## config.mk

```make
export PLATFORM = sky130hd
export DESIGN_NAME = lhal_ctrl
export DESIGN_NICKNAME = d
export VERILOG_FILES = /design/src/rtl/lhal_pkg.sv /design/src/rtl/lhal_ctrl.sv
export SDC_FILE = /design/constraint.sdc
export NUM_CORES = 1
export LEC_CHECK = 0
export BUFFER_PORTS_ARGS = -buffer_cell sky130_fd_sc_hd__buf_2
export CORE_AREA = 3 3 40 42
export DETAILED_ROUTE_END_ITERATION = 8
export DIE_AREA = 0 0 43 45
export PLACE_DENSITY = 0.3
export SLEW_MARGIN = 10
export SYNTH_ARGS = -nofsm -noshare
export SYNTH_HDL_FRONTEND = slang
export SYNTH_SLANG_ARGS = --single-unit
```

## constraint.sdc

```tcl
create_clock -name i_clk -period 1.8 [get_ports i_clk]
set_input_delay 0 -clock i_clk [delete_from_list [all_inputs] [get_ports i_clk]]
set_output_delay 0 -clock i_clk [all_outputs]
set_load 0.02 [all_outputs]
```

## src/rtl/lhal_pkg.sv

```systemverilog
package lhal_pkg;

    // Action codes carried in the action field of an input beat
    localparam logic ACT_RECORD = 1'b0;
    localparam logic ACT_REPORT = 1'b1;

    typedef struct packed {
        logic        action;
        logic [4:0]  letter_index;
        logic [15:0] item_id;
        logic [9:0]  entry_index;
    } t_in_item;

    typedef struct packed {
        logic        winner_valid;
        logic [4:0]  winner_letter;
        logic [10:0] winner_count;
        logic        entry_valid;
        logic [15:0] entry_id;
        logic        overflow;
    } t_out_item;

    typedef enum logic [2:0] {
        S_IDLE = 3'b001,
        S_READ = 3'b010,
        S_EXEC = 3'b100
    } t_state;

    // Commands from the controller to the datapath
    typedef struct packed {
        logic latch_item;
        logic issue_read;
        logic commit_record;
        logic load_result;
    } t_cmd;

    // Status from the datapath to the controller
    typedef struct packed {
        logic is_record;
        logic out_free;
    } t_status;

endpackage

```

## src/rtl/lhal_ctrl.sv

```systemverilog
module lhal_ctrl (
    input  logic              i_clk,
    input  logic              i_rst_n,
    input  logic              i_valid,
    output logic              o_stall,
    input  lhal_pkg::t_status i_status,
    output lhal_pkg::t_cmd    o_cmd
);

    lhal_pkg::t_state r_state;
    lhal_pkg::t_state n_state;

    always_comb begin
        n_state = r_state;
        o_cmd   = '0;
        unique case (r_state)
            lhal_pkg::S_IDLE: begin
                if (i_valid) begin
                    o_cmd.latch_item = 1'b1;
                    n_state          = lhal_pkg::S_READ;
                end
            end
            lhal_pkg::S_READ: begin
                o_cmd.issue_read = 1'b1;
                n_state          = lhal_pkg::S_EXEC;
            end
            lhal_pkg::S_EXEC: begin
                if (i_status.is_record) begin
                    o_cmd.commit_record = 1'b1;
                    n_state             = lhal_pkg::S_IDLE;
                end else if (i_status.out_free) begin
                    o_cmd.load_result = 1'b1;
                    n_state           = lhal_pkg::S_IDLE;
                end
            end
            default: begin
                n_state = lhal_pkg::S_IDLE;
            end
        endcase
    end

    always_ff @(posedge i_clk) begin
        if (!i_rst_n) begin
            r_state <= lhal_pkg::S_IDLE;
        end else begin
            r_state <= n_state;
        end
    end

    assign o_stall = (r_state != lhal_pkg::S_IDLE);

endmodule

```

==> flow_metrics.py <==
metrics = {
    "layout": {
        "final_util_pct": 20.6,
        "drive_above_1_share_pct": 53.3,
        "top_register": "r_state",
        "largest_register_ff_count": 3,
        "fin_area_sq_um": 265,
        "syn2layout_area_growth_pct": 53.6,
        "reg_top3": "r_state x3",
        "n_antenna_cell": 0,
        "regArea_sq_um": 60.1,
        "finalNetCount": 36,
        "fill_cells": 146,
        "multi_input_area_sq_um": 105,
        "finalNonFillerCells": 45,
    },
    "critical_path": {
        "crit_chain": "nand2b_4, nor4b_1, buf_2",
        "r2r_end": "r_state[0]",
        "reg2reg_slack_ns": 0.85,
        "cp_max_fo": 4,
        "crit_path_start_kind": "register",
        "reg2reg_from": "r_state[0]",
        "crit_start": "r_state[1]",
        "crit_path_max_incr_delay_ns": 0.31,
        "critPathKind": "reg2out",
        "reg2reg_depth": 2,
        "worstPathArrival_ns": 1.12,
        "slowest_stage": "dfxtp_1",
        "cp.required_ns": 1.80,
        "endpoint_kind": "output pin",
    },
    "yosys": {
        "synth.largest_area_cell": "dfxtp_1",
        "synth_top_area_share_pct": 34.8,
        "ys_types": 14,
        "syn_avg_cell_area_sq_um": 10.2,
        "yosys_register_bits": 3,
        "yosys-top-cells-area": "dfxtp_1, nand2b_4, nor3b_2",
        "syn-num-nets": 22,
        "synth_area_sq_um": 173,
        "yosys_warnings": 0,
        "ys_seq_area_share_pct": 34.8,
        "postSynthCellCount": 17,
    },
    "cts": {
        "htree_levels": 1,
        "numCtsBuffers": 3,
        "cts_sinks": 3,
        "clock_latency_ns": 0.23,
        "cts-root-buf": "clkbuf_4",
        "clock_path_buffers": 2,
        "clk_pin_slew_ns": 0.03,
        "tritoncts": "built",
        "post_cts_resized": 0,
    },
    "floorplan": {
        "rows": 13,
        "die_h_um": 45,
        "dieWidth_um": 43,
        "start_util_pct": 13.4,
        "dieArea_sq_um": 1940,
        "coreArea_sq_um": 1280,
        "boundaryPins": 10,
    },
    "grt": {
        "grt_pass1_wl_um": 641,
        "grt_usage_pct": 5.15,
        "antenna_found_initial": 0,
        "grt_overflow": 0,
        "grt_pass1_vias": 169,
        "grt_max_degree": 8,
    },
    "sta": {
        "drv_slew": 0,
        "slew_headroom_pct": 76.2,
        "fmax_mhz": 892,
        "worst_pin_slew_ns": 0.354,
        "hold_ws_ns": 0.115,
        "skew_ns": 0.0000364,
        "layout_min_cycle_time_ns": 1.12,
        "hold_viol": 0,
        "rsz0062_at_grt": "no",
        "setup_tns_ns": 0,
        "setup_violations": 0,
        "post-route-period-util_pct": 62.3,
    },
    "routing": {
        "vias_per_cell": 3.73,
        "first_pass_iters": 2,
        "wire_per_inst_um": 8.62,
        "drt-total-wl_um": 388,
        "post-route-drc-count": 0,
        "drtIter0Drc": 5,
        "vias": 168,
        "antenna_left": 0,
    },
    "place": {
        "dp.cells": 40,
        "io_buffer_count": 9,
        "place_hpwl_um": 326,
        "gp_congestion": 0.661,
        "place_area_sq_um": 229,
    },
    "flow_run": {
        "drv_cap": 0,
    },
    "worst_hold_path": {
        "whs_endpoint": "r_state[0]",
        "worstHoldPathCells": 3,
        "hold_start": "i_status[0]",
        "hold_path_class": "in2reg",
    },
    "pwr": {
        "power.density_nw_per_um2": 848,
        "p_leak_uw": 0.000113,
        "vdd_drop_max_mv": 0.227,
    },
    "outcome": {
        "status": "complete, no violations",
    },
}
metrics by stage:
step | setup WS, ns | total power (uW)
3_5_place_dp | 0.845 | 111
2_1_floorplan | 0.622 | 98.3
5_1_grt | 0.569 | 240
4_1_cts | 0.666 | 232
6_report | 0.679 | 225
3_3_place_gp | 0.853 | 112
report_power, final:
part	switching [uW]	internal, uW	leakage (uW)	total [uW]
Combinational	18.3	18.3	0.0000730	36.6
Clock	30.8	82.8	0.0000150	114
Sequential	4.29	70.5	0.0000246	74.8
Total	53.3	172	0.000113	225
cell families after synthesis:
logic type	count (synthesis)	synth area share (%)
flip-flops	3	34.8
AND/OR/NAND/NOR	11	48.6
buffers and inverters	1	4.35
AO/OA/AOI/OAI	2	12.3
cell usage after synthesis:
master,instances
dfxtp_1,3
nor2_1,2
and2_1,1
and3_4,1
buf_4,1
nand2_1,1
nand2b_1,1
nand2b_4,1
nor3b_1,1
nor3b_2,1
nor4_1,1
nor4b_1,1
o31a_1,1
o31ai_2,1
layout make-up:
class                   count  share of cell area (%)
flip-flops and latches      3                    22.6
multi-input cells          13                    39.6
clock buffers               4                    9.91
repair buffers             10                    20.8
well taps                  15                    7.08
worst max path at each step:
stage	end	slack [ns]
2_1_floorplan	o_cmd[0]	0.62
3_3_place_gp	r_state[2]	0.85
3_5_place_dp	r_state[0]	0.84
4_1_cts	o_cmd[0]	0.67
5_1_grt	o_cmd[0]	0.57
6_report	o_cmd[0]	0.68
what timing repair did:
| action | 4_1_cts | 5_1_grt |
|---|---|---|
| hold buffers | 1 | 0 |
| endpoints found under the hold margin | 1 | 0 |
| setup buffers | 0 | 0 |
layout by cell type (no fill, tap or decap), drive strengths merged:
| cell type | synthesis | final |
|---|---|---|
| dfxtp | 3 | 3 |
| nor2 | 2 | 2 |
| and3 | 1 | 1 |
| nand2b | 2 | 2 |
| o31ai | 1 | 1 |
| clkbuf | 0 | 4 |
| nand2 | 1 | 1 |
| and2 | 1 | 1 |
| buf | 1 | 9 |
| o31a | 1 | 1 |
| nor3b | 2 | 2 |
| nor4b | 1 | 1 |
| nor4 | 1 | 1 |
| dlygate4sd3 | 0 | 1 |
critical path: cells and delay by family, from the launching register on:
family        cells  cell delay (ns)
buf+inv           1             0.21
simple gates      2             0.37
flops             1             0.31
per-layer routing:
metal	routed length, um	track usage (%)	part of all wire, %	up-vias
met3	16	0	4.1	2
met5	0	0	0	-
met1	146	5.02	38	70
met2	206	6.89	53	7
met4	19	10.8	4.9	0
li1	-	-	-	89
Note: power is estimated with default switching activity, not from simulation.
